===== src/rtl/nsfc_pkg.sv =====
// Shared types, constants and helper functions of the sentence framer and checker.
`timescale 1ns / 1ps

package nsfc_pkg;

   // Longest line kept, '$' included
   localparam int MAX_LINE = 120;
   localparam int CNT_W    = $clog2(MAX_LINE + 1);
   localparam int FIELD_W  = 7;
   localparam int RSP_W    = 24;

   // Characters with a meaning to the framer
   localparam logic [7:0] CHAR_DOLLAR = 8'h24;
   localparam logic [7:0] CHAR_NL     = 8'h0A;
   localparam logic [7:0] CHAR_CR     = 8'h0D;
   localparam logic [7:0] CHAR_STAR   = 8'h2A;
   localparam logic [7:0] CHAR_COMMA  = 8'h2C;

   // Sentence type tails, first character in the high byte
   localparam logic [23:0] TAIL_RMC = "RMC";
   localparam logic [23:0] TAIL_GGA = "GGA";
   localparam logic [23:0] TAIL_GSA = "GSA";
   localparam logic [23:0] TAIL_GSV = "GSV";
   localparam logic [23:0] TAIL_VTG = "VTG";

   typedef enum logic [2:0] {
      KIND_OTHER = 3'd0,
      KIND_RMC   = 3'd1,
      KIND_GGA   = 3'd2,
      KIND_GSA   = 3'd3,
      KIND_GSV   = 3'd4,
      KIND_VTG   = 3'd5
   } nsfc_kind_type;

   // Line state carried from byte to byte
   typedef struct packed {
      logic                line_open;
      logic [CNT_W-1:0]    char_count;
      logic [7:0]          running_xor;
      logic [7:0]          xor_before_star;
      logic                star_seen;
      logic [CNT_W-1:0]    star_position;
      logic [1:0]          hex_count;
      logic [7:0]          hex_hi;
      logic [7:0]          hex_lo;
      logic [CNT_W-1:0]    cr_run;
      logic [CNT_W-1:0]    comma_count;
      logic [CNT_W-1:0]    commas_before_star;
      logic                first_comma_seen;
      logic [23:0]         last_three;
      nsfc_kind_type       kind_at_comma;
      nsfc_kind_type       kind_at_star;
   } nsfc_line_type;

   // Hex digit value: bit 4 set when the character is a digit
   function automatic logic [4:0] hex_value(input logic [7:0] c);
      logic [4:0] v;
      v = 5'd0;
      if (c >= "0" && c <= "9") begin
         v = {1'b1, 4'(c - "0")};
      end else if (c >= "a" && c <= "f") begin
         v = {1'b1, 4'(c - "a" + 8'd10)};
      end else if (c >= "A" && c <= "F") begin
         v = {1'b1, 4'(c - "A" + 8'd10)};
      end
      return v;
   endfunction

   // Sentence type from the last three characters of the first field
   function automatic nsfc_kind_type kind_of(input logic valid, input logic [23:0] tail);
      nsfc_kind_type k;
      k = KIND_OTHER;
      if (valid) begin
         if (tail == TAIL_RMC)      k = KIND_RMC;
         else if (tail == TAIL_GGA) k = KIND_GGA;
         else if (tail == TAIL_GSA) k = KIND_GSA;
         else if (tail == TAIL_GSV) k = KIND_GSV;
         else if (tail == TAIL_VTG) k = KIND_VTG;
      end
      return k;
   endfunction

   // Minimum field count for a known type
   function automatic logic [FIELD_W-1:0] min_fields(input nsfc_kind_type k);
      logic [FIELD_W-1:0] m;
      unique case (k)
         KIND_RMC: m = FIELD_W'(10);
         KIND_GGA: m = FIELD_W'(12);
         KIND_GSA: m = FIELD_W'(18);
         KIND_GSV: m = FIELD_W'(4);
         KIND_VTG: m = FIELD_W'(8);
         default:  m = '0;
      endcase
      return m;
   endfunction

endpackage


===== src/rtl/nsfc_track.sv =====
// Input register and per-byte line state of the sentence framer.
`timescale 1ns / 1ps

module nsfc_track (
   input  logic                   clock,
   input  logic                   reset,
   input  logic                   req_tvalid,
   output logic                   req_tready,
   input  logic [7:0]             req_tdata,
   input  logic                   rsp_busy,
   output logic                   finish,
   output nsfc_pkg::nsfc_line_type line_snap
);

   logic                    in_valid_ff;
   logic [7:0]              in_byte_ff;
   nsfc_pkg::nsfc_line_type line_ff;
   nsfc_pkg::nsfc_line_type line_in;
   logic                    is_nl;
   logic                    advance;
   logic                    tail_valid;

   // Hold a newline while the previous result still waits
   assign is_nl      = (in_byte_ff == nsfc_pkg::CHAR_NL);
   assign advance    = in_valid_ff && !(is_nl && rsp_busy);
   assign req_tready = !in_valid_ff || advance;
   assign finish     = advance && is_nl;
   assign line_snap  = line_ff;
   assign tail_valid = (line_ff.char_count >= nsfc_pkg::CNT_W'(4));

   // Input register
   always_ff @(posedge clock) begin
      if (reset) begin
         in_valid_ff <= 1'b0;
      end else if (req_tvalid && req_tready) begin
         in_valid_ff <= 1'b1;
      end else if (advance) begin
         in_valid_ff <= 1'b0;
      end
      if (req_tvalid && req_tready) begin
         in_byte_ff <= req_tdata;
      end
   end

   // Next line state for the byte in the input register
   always_comb begin
      line_in = line_ff;
      if (is_nl) begin
         line_in = '0;
      end else if (in_byte_ff == nsfc_pkg::CHAR_DOLLAR) begin
         line_in            = '0;
         line_in.line_open  = 1'b1;
         line_in.char_count = nsfc_pkg::CNT_W'(1);
      end else if (!line_ff.line_open) begin
         line_in = line_ff;
      end else if (line_ff.char_count >= nsfc_pkg::CNT_W'(nsfc_pkg::MAX_LINE)) begin
         line_in = '0;
      end else begin
         // Capture the two characters after the last star
         if (line_ff.star_seen) begin
            if (line_ff.hex_count == 2'd0) begin
               line_in.hex_hi    = in_byte_ff;
               line_in.hex_lo    = 8'd0;
               line_in.hex_count = 2'd1;
            end else if (line_ff.hex_count == 2'd1) begin
               line_in.hex_lo    = in_byte_ff;
               line_in.hex_count = 2'd2;
            end
         end
         if (in_byte_ff == nsfc_pkg::CHAR_STAR) begin
            line_in.star_seen          = 1'b1;
            line_in.star_position      = line_ff.char_count;
            line_in.xor_before_star    = line_ff.running_xor;
            line_in.commas_before_star = line_ff.comma_count;
            line_in.kind_at_star       = nsfc_pkg::kind_of(tail_valid, line_ff.last_three);
            line_in.hex_hi             = 8'd0;
            line_in.hex_lo             = 8'd0;
            line_in.hex_count          = 2'd0;
         end else if (in_byte_ff == nsfc_pkg::CHAR_COMMA) begin
            if (!line_ff.first_comma_seen) begin
               line_in.kind_at_comma    = nsfc_pkg::kind_of(tail_valid, line_ff.last_three);
               line_in.first_comma_seen = 1'b1;
            end
            line_in.comma_count = line_ff.comma_count + nsfc_pkg::CNT_W'(1);
         end
         line_in.running_xor = line_ff.running_xor ^ in_byte_ff;
         line_in.last_three  = {line_ff.last_three[15:0], in_byte_ff};
         line_in.cr_run      = (in_byte_ff == nsfc_pkg::CHAR_CR) ?
                               line_ff.cr_run + nsfc_pkg::CNT_W'(1) : '0;
         line_in.char_count  = line_ff.char_count + nsfc_pkg::CNT_W'(1);
      end
   end

   // Line state register
   always_ff @(posedge clock) begin
      if (reset) begin
         line_ff <= '0;
      end else if (advance) begin
         line_ff <= line_in;
      end
   end

endmodule


===== config.mk =====
export PLATFORM = sky130hd
export DESIGN_NAME = nsfc_track
export DESIGN_NICKNAME = d
export VERILOG_FILES = /design/src/rtl/nsfc_pkg.sv /design/src/rtl/nsfc_track.sv
export SDC_FILE = /design/constraint.sdc
export NUM_CORES = 1
export LEC_CHECK = 0
export BUFFER_PORTS_ARGS = -buffer_cell sky130_fd_sc_hd__clkbuf_2
export CORE_AREA = 2 2 111 113
export CTS_BUF_LIST = sky130_fd_sc_hd__clkbuf_8
export DETAILED_ROUTE_END_ITERATION = 8
export DIE_AREA = 0 0 113 115
export PLACE_DENSITY = 0.6
export RECOVER_POWER = 25
export SLEW_MARGIN = 20
export SYNTH_ARGS = -nofsm -noshare
export SYNTH_HDL_FRONTEND = slang
export SYNTH_SLANG_ARGS = --single-unit
export TNS_END_PERCENT = 1

===== constraint.sdc =====
create_clock -name clock -period 2.9 [get_ports clock]
set_input_delay 0.435 -clock clock [delete_from_list [all_inputs] [get_ports clock]]
set_output_delay 0.435 -clock clock [all_outputs]
set_load 0.1 [all_outputs]

# [Word-level counts from Yosys, hierarchy flattened]
# Cells that the tools add are included.
[totals] ff_bits=111 n_memories=0 output_inout_bits=104 ram_bits=0 in_bits=12 rom_bits=0 latchBits=0 elab_cells=88
[classes] order_cmp=2 n_mux=30 n_mul=0 bitwise=1 reduce_logical=21 eq_ne=13 n_shift=0 addsub=3 div_mod_pow=0
[op_table] cell="$mux 102" n=3
[op_table] cell="$eq 24x23->1 const B" n=5
[op_table] cell="$mux 101" n=1
[op_table] cell="$mux 34" n=1
[op_table] cell="$mux 3" n=10
[op_table] cell="$mux 7" n=4
[op_table] cell="$eq 8x6->1 const B" n=3
[op_table] cell="$mux 8" n=3
[op_table] cell="$add 7x1->7 const B" n=3
[op_table] cell="$mux 18" n=1
[op_table] cell="$eq 8x4->1 const B" n=2
[op_table] cell="$reduce_and 4->1" n=3
[op_table] cell="$reduce_bool 5->1" n=2
[op_table] cell="$reduce_bool 4->1" n=2
[op_table] cell="$xor 8x8->8" n=1
[op_table] cell="$ge 7x3->1 const B" n=1
[op_table] cell="$ge 7x7->1 const B" n=1
[op_table] cell="$reduce_bool 6->1" n=1
[op_table] cell="$mux 1" n=5
[op_table] cell="$reduce_and 5->1" n=1
[op_table] cell="$logic_and 1x1->1" n=4
[op_table] cell="$mux 2" n=2
[op_table] cell="$ne 4x1->1 const B" n=1
[op_table] cell="$ne 4x4->1 const B" n=1
[op_table] cell="other kinds (8)" n=9

# [Longest topological paths before layout]
# Gate-level depths: netlist of the first run.
[logic_depth] word_depth=14 mapped_depth=8 depth_no_buf=6

# [Least setup slack after synthesis of the first run]
# OpenSTA, ideal clock, no wires.
[synth_path] kind="reg-to-output" startpoint="register in_byte_ff[6]" endpoint="output finish" path_stages_with_launch=4 n_path_buf=0 setup_slack_ps=-775 t_required_ps=2465 t_arrival_ps=3240 path_cell_list="edfxtp_1 nor4_4 nand2_1 nor3_1"
[synth_between] elab_chain_cells=5
[synth_rtl] item="start: declaration" line="nsfc_track.sv:16" rtl="logic [7:0] in_byte_ff;"
[synth_rtl] item="start signal: assignment" line="nsfc_track.sv:41" rtl="in_byte_ff <= req_tdata;"
[synth_rtl] item="$eq 8x4->1 *" line="nsfc_track.sv:24" rtl="assign is_nl = (in_byte_ff == nsfc_pkg::CHAR_NL);"
[synth_rtl] item="$logic_and 1x1->1" line="nsfc_track.sv:25" rtl="assign advance = in_valid_ff && !(is_nl && rsp_busy);"
[synth_rtl] item="$logic_not 1->1" line="nsfc_track.sv:25"
[synth_rtl] item="$logic_and 1x1->1" line="nsfc_track.sv:25"
[synth_rtl] item="$logic_and 1x1->1 *" line="nsfc_track.sv:27" rtl="assign finish = advance && is_nl;"
[synth_rtl] item="end: declaration" line="nsfc_track.sv:11" rtl="output logic finish,"
# Mark *: on every way between the ends. The rest lies on a longest branch, timed or not.

# [Worst setup path after layout of the first run]
[layout_path] startpoint="register in_byte_ff[7]" endpoint="output finish"
# The elaborated chain is that of the path after synthesis.

==> results.toml, run 1 <==
[status]
outcome = "complete, but fails checks"
failing_checks = "design-rule violations"

[worst_setup_path]
worst_r2r_endpoint = "line_snap[57]"
max_stage_delay_ns = 0.60
regToRegStartpoint = "in_byte_ff[5]"
timing.critical_path.arrival_ns = 2.34
worstSetupEndpointType = "output pin"
cp_data_required_time_ns = 2.47
critical_path.slowest_cell = "sky130_fd_sc_hd__nor4_4"
setup.worst_path.class = "flop to output pin"
start_kind = "flop"
r2r_cells = 6
worstPathCellList = "nor4_4, nand2_1, nor3_2, buf_2"
crit_buf_inv = 1
critPathMaxFanout = 9
r2r_slack_ns = 0.15
critical_path_s_top_delay_family = "simple AND/OR/NAND/NOR gates"

[die]
die_area_um2 = 13000
floorplan.rows = 40
core_um2 = 11800
start_util_pct = 39.4
fp.dieW_um = 113
io-pin-count = 116
floorplan.die.height_um = 115

[job]
drv.max_cap_violation_count = 0

[sta]
timing_max_transition_violations_final = 0
hold_viol = 0
rsz0062_at_grt = "false"
post-route-period-util_pct = 95.8
timing_worst_slew_pin_value_ns = 1.18
achievable-frequency_mhz = 360
finalSetupTns_ns = 0
report.final.setup_viol = 0
fin_worst_skew_ns = 0.0144
post-route-min-period_ns = 2.78
setup_slack_ns = 0.120
max_slew_margin_pct = 21.5

[layout]
nNetsFinal = 605
final_common_cell = "sky130_fd_sc_hd__dfxtp_1"
synthToLayoutAreaGrowth_pct = 17.9
final_cell_mix = "sky130_fd_sc_hd__dfxtp_1 (103), sky130_fd_sc_hd__clkbuf_2 (67), sky130_fd_sc_hd__nor2_1 (47), sky130_fd_sc_hd__clkbuf_1 (47), sky130_fd_sc_hd__a22o_1 (32)"
final_cells = 739
n_antenna_cell = 0
drive_gt1_share_pct = 19.6

[yosys]
syn-mean-instance-area_um2 = 9.77
number_of_flops_mapped_to_enable_cells_by_yosys = 8
synth_top_area_share_pct = 44.3
ys_top_cells_by_area = "sky130_fd_sc_hd__dfxtp_1 (44%), sky130_fd_sc_hd__a22o_1 (6.0%), sky130_fd_sc_hd__edfxtp_1 (5.2%)"
postSynthRegisterBits = 111
synthArstFlopShare_pct = 0
synth.yosys.warnings = 0
synth_cell_types = 64
synth-main-ff-cell = "sky130_fd_sc_hd__dfxtp_1"
synthesis.instances = 476
mappedNetlistArea_um2 = 4650
synth_top_area_cell = "sky130_fd_sc_hd__dfxtp_1"
synthesis.nets = 492
ys_seq_area_share_pct = 49.5

[drt]
wirelength_mm = 12.6
first_pass_iters = 7
via_count = 4121
drt-vias-per-instance = 5.58
first_iter_violations = 396
remaining_drc_errors = 9
routedWlPerCell_um = 17.1
antenna_left = 0

[pwr]
vdd.ir_drop.worst_mv = 0.274
p_per_area_nw_per_um2 = 448
netSwitchingFraction_pct = 23.5
power.sequential.fraction_pct = 63.6
power.share.clock_pct = 32.3
p_leak_uw = 0.00206
comb_power_share_pct = 4.1
net-switching-power_uw = 577
internal_pwr_total_uw = 1880

[clocking]
cts.htree.levels = 3
clk_root_buffer_cell = "sky130_fd_sc_hd__clkbuf_8"
cts_tree = "done"
clk_path_buf_depth = 2
clock_insertion_delay_worst_skew_ns = 0.38
clkTransAtPathRegs_ns = 0.08
numCtsBuffers = 9
postCtsSetupBuffers = 0
tritoncts_num_sinks = 111

[placed_design]
port-buffer-count = 115
hpwl_mm = 9.26
placed_cells_incl_taps = 725
pre_cts_slack_ns = 0.243
routability_congestion_estimate = 0.908

[grt]
first_global_vias = 3661
overflow = 0
largest_net_degree_at_the_start_of_global_routing = 40
grt_first_pass_wirelength_mm = 19.9
antenna_found_initial = 0
groute.usage.overall_pct = 19.4

[worst_hold_path]
worst_hold_startpoint = "req_tdata[3]"
path_type_of_the_worst_min_delay_path = "input port to flop"
hold_path_end = "in_byte_ff[3]"
holdPathStages = 1
==> cell usage after synthesis (3+ instances only) <==
library cell / n
sky130_fd_sc_hd__or4_1: 3
sky130_fd_sc_hd__dfxtp_1: 103
sky130_fd_sc_hd__buf_6: 4
sky130_fd_sc_hd__a22oi_1: 21
sky130_fd_sc_hd__and3_1: 10
sky130_fd_sc_hd__xor2_1: 12
sky130_fd_sc_hd__or3_1: 7
sky130_fd_sc_hd__ha_1: 4
sky130_fd_sc_hd__o21ai_0: 17
sky130_fd_sc_hd__buf_2: 11
sky130_fd_sc_hd__a21oi_1: 24
sky130_fd_sc_hd__nand4_1: 10
sky130_fd_sc_hd__edfxtp_1: 8
sky130_fd_sc_hd__nor3_1: 11
sky130_fd_sc_hd__o211ai_1: 14
sky130_fd_sc_hd__nand2_1: 28
sky130_fd_sc_hd__o21a_1: 3
sky130_fd_sc_hd__a211oi_1: 3
sky130_fd_sc_hd__nor2b_1: 3
sky130_fd_sc_hd__nor4bb_1: 4
sky130_fd_sc_hd__or4b_1: 3
sky130_fd_sc_hd__nor3b_1: 3
sky130_fd_sc_hd__clkbuf_1: 16
sky130_fd_sc_hd__nor2_1: 47
sky130_fd_sc_hd__inv_1: 8
sky130_fd_sc_hd__nand3_1: 17
sky130_fd_sc_hd__a22o_1: 32
==> logic make-up after synthesis <==
| kind of cell | Yosys count | synth area share [%] |
|---|---|---|
| simple gates | 164 | 19.6 |
| compound gates | 143 | 22.8 |
| flops | 111 | 49.5 |
| buf+inv | 39 | 4.09 |
| xor+xnor | 14 | 2.64 |
| fa+ha+maj | 4 | 1.08 |
| mux | 1 | 0.242 |
==> how the worst max path moves through the flow <==
stage,startpoint,to,slack [ns],cells past startpoint
3_3_place_gp,in_byte_ff[5],line_snap[59],0.40,6
2_1_floorplan,in_byte_ff[6],finish,0.08,3
6_report,in_byte_ff[7],finish,0.12,4
4_1_cts,in_byte_ff[6],finish,0.01,4
3_5_place_dp,in_byte_ff[5],line_snap[58],0.24,6
5_1_grt,in_byte_ff[7],finish,0.03,4
==> per-stage QoR <==
stage / power, uW / hold WS, ns / utilization, % / cell area (um^2)
after detailed placement: 1700 / 0.467 / 45.6 / 5390
after floorplan: 1660 / 0.534 / - / 4650
after global routing: 2560 / 0.220 / 46.4 / 5480
after global placement: 1700 / 0.461 / 45.6 / 5390
final: 2460 / 0.236 / 46.4 / 5480
after CTS: 2490 / 0.210 / 46.9 / 5540
==> worst register-to-register path: cells and delay by family, from the launching register on <==
kind            cells  cell delay (ns)
compound gates      4             1.15
buf+inv             1             0.25
simple gates        1             0.72
flops               1             0.52
==> state kept, by name (all words and copies together), names as in the netlist <==
signal and flops:
in_valid_ff 1, in_byte_ff 8, line_snap 102
==> routing by layer <==
layer  track usage, %  wire (um)
met1             28.3       6060
met4             7.07        197
met2             28.8       5630
met3             3.48        752
met5                0          0
==> power groups by stage <==
stage                     Sequential (uW)  Combinational, uW  Clock (uW)
after CTS                            1560               98.4         829
after global routing                 1570                106         884
final                                1560               99.8         794
after detailed placement             1600               98.2           0
after floorplan                      1600               55.8           0
after global placement               1600               97.1           0
==> layout make-up <==
type,instances,area (um^2)
fill,1172,6330
multi-input combinational,326,2160
inverter,8,30.0
clock inverter,5,27.5
clock buffer,9,124
sequential,111,2300
timing repair buffer,133,652
tap,147,184
==> timing repair <==
action,CTS,global route
resized for setup,0,1
setup endpoints to repair,0,1
hold buffers,0,0
(Power assumes the default switching activity.)
==> inputs of run 2 (changes only) <==
clock period = 2.95 ns   (was 2.9 ns; I/O delays follow)
==> results.toml, run 2 (synthesis gave the netlist of run 1 again) <==
[status]
outcome = "complete, but fails checks"
failing_checks = "design-rule violations"

[worst_setup_path]
r2r_slack_ns = 0.27
critical_path.slowest_cell = "sky130_fd_sc_hd__edfxtp_1"
cp_data_required_time_ns = 2.51
max_stage_delay_ns = 0.55
timing.critical_path.arrival_ns = 2.31
start_kind = "flop"
regToRegStartpoint = "in_byte_ff[1]"
critPathMaxFanout = 6
worstPathCellList = "nor4_4, buf_4, and2_1, nand3_1, clkbuf_2"
setup.worst_path.class = "flop to output pin"
worst_r2r_endpoint = "line_snap[5]"
worstSetupEndpointType = "output pin"
critical_path_s_top_delay_family = "simple AND/OR/NAND/NOR gates"
r2r_cells = 6
crit_buf_inv = 2

[worst_hold_path]
worst_hold_startpoint = "req_tdata[5]"
hold_path_end = "in_byte_ff[5]"
path_type_of_the_worst_min_delay_path = "input port to flop"
holdPathStages = 1

[layout]
final_cell_mix = "sky130_fd_sc_hd__dfxtp_1 (103), sky130_fd_sc_hd__clkbuf_2 (68), sky130_fd_sc_hd__nor2_1 (47), sky130_fd_sc_hd__clkbuf_1 (47), sky130_fd_sc_hd__a22o_1 (32)"
final_common_cell = "sky130_fd_sc_hd__dfxtp_1"
nNetsFinal = 604
n_antenna_cell = 0
synthToLayoutAreaGrowth_pct = 18.7
n_fill_cell = 1177
drive_gt1_share_pct = 19.7
largest_register_ffs = 102

[die]
floorplan.die.height_um = 115
start_util_pct = 39.4
core_um2 = 11800
io-pin-count = 116
fp.dieW_um = 113
die_area_um2 = 13000
floorplan.rows = 40

[sta]
finalSetupTns_ns = 0
fin_worst_skew_ns = 0.0144
max_slew_margin_pct = 21.8
post-route-min-period_ns = 2.76
timing_max_transition_violations_final = 0
hold_viol = 0
hold_slack_ns = 0.230
timing_worst_slew_pin_value_ns = 1.18
rsz0062_at_grt = "false"
achievable-frequency_mhz = 363
post-route-period-util_pct = 93.4
report.final.setup_viol = 0

[grt]
first_global_vias = 3797
groute.usage.overall_pct = 19.6
antenna_found_initial = 0
grt_first_pass_wirelength_mm = 20.2
largest_net_degree_at_the_start_of_global_routing = 38
overflow = 0

[clocking]
clk_path_buf_depth = 2
cts.repair.resized = 0
clk_root_buffer_cell = "sky130_fd_sc_hd__clkbuf_8"
cts.htree.levels = 3
clock_insertion_delay_worst_skew_ns = 0.39
cts_tree = "done"
ctsHoldBuffers = 0
numCtsBuffers = 9
clkTransAtPathRegs_ns = 0.09
postCtsSetupBuffers = 0
tritoncts_num_sinks = 111

[drt]
first_iter_violations = 319
remaining_drc_errors = 9
antenna_left = 0
wirelength_mm = 12.9
first_pass_iters = 7
routedWlPerCell_um = 17.4
via_count = 4132
drt-vias-per-instance = 5.58

[pwr]
p_per_area_nw_per_um2 = 463
vdd.ir_drop.worst_mv = 0.221
p_leak_uw = 0.00207

[placed_design]
routability_congestion_estimate = 0.872
port-buffer-count = 115
hpwl_mm = 9.29

[job]
drv.max_cap_violation_count = 0
==> run 2: cell type report <==
cell class                 count  area, um^2  share of cell area (%)
multi-input combinational    326        2160                    39.2
sequential                   111        2300                    41.7
tap                          147         184                    3.33
clock buffer                  10         138                    2.49
clock inverter                 6        60.1                    1.09
timing repair buffer         132         644                    11.7
inverter                       8        30.0                   0.544
==> run 2: where the power goes <==
part | switching [uW] | internal [uW]
Sequential | 17.1 | 1530
Combinational | 61.2 | 26.1
Clock | 511 | 413
==> run 2: worst max-delay path by stage <==
| stage | slack, ns | cells past startpoint | start | endpoint |
|---|---|---|---|---|
| 3_3_place_gp | 0.43 | 6 | in_byte_ff[1] | line_snap[5] |
| 3_5_place_dp | 0.34 | 6 | in_byte_ff[1] | line_snap[5] |
| 4_1_cts | 0.04 | 4 | in_byte_ff[6] | finish |
| 2_1_floorplan | 0.12 | 3 | in_byte_ff[6] | finish |
| 6_report | 0.19 | 5 | in_byte_ff[4] | req_tready |
| 5_1_grt | 0.15 | 5 | in_byte_ff[4] | req_tready |
==> run 2: metrics by stage <==
stage               util, %  instances  power [uW]  area [um^2]  worst slack (ns)
CTS                    47.0        737        2590         5560            0.0359
global placement       45.4        721        1660         5360             0.429
detailed placement     45.4        721        1660         5360             0.345
global route           46.7        740        2650         5520             0.148
finish                 46.7        740        2550         5520             0.195
floorplan                 -        476        1630         4650             0.118
==> run 2: worst register-to-register path, cell delays in order (launching register included) <==
cell,delay [ns]
sky130_fd_sc_hd__edfxtp_1,0.55
sky130_fd_sc_hd__nor4bb_1,0.71
sky130_fd_sc_hd__o21a_4,0.32
sky130_fd_sc_hd__o211ai_4,0.21
sky130_fd_sc_hd__buf_4,0.28
sky130_fd_sc_hd__or3_1,0.38
sky130_fd_sc_hd__o21ai_0,0.16
==> run 2: layer usage <==
layer / GRT usage [%] / vias up / wire (um)
met5: 0 / - / 0
met3: 3.32 / 17 / 736
met2: 31.1 / 150 / 5980
met4: 7.24 / 0 / 237
met1: 27.1 / 1964 / 5910
li1: - / 2001 / -
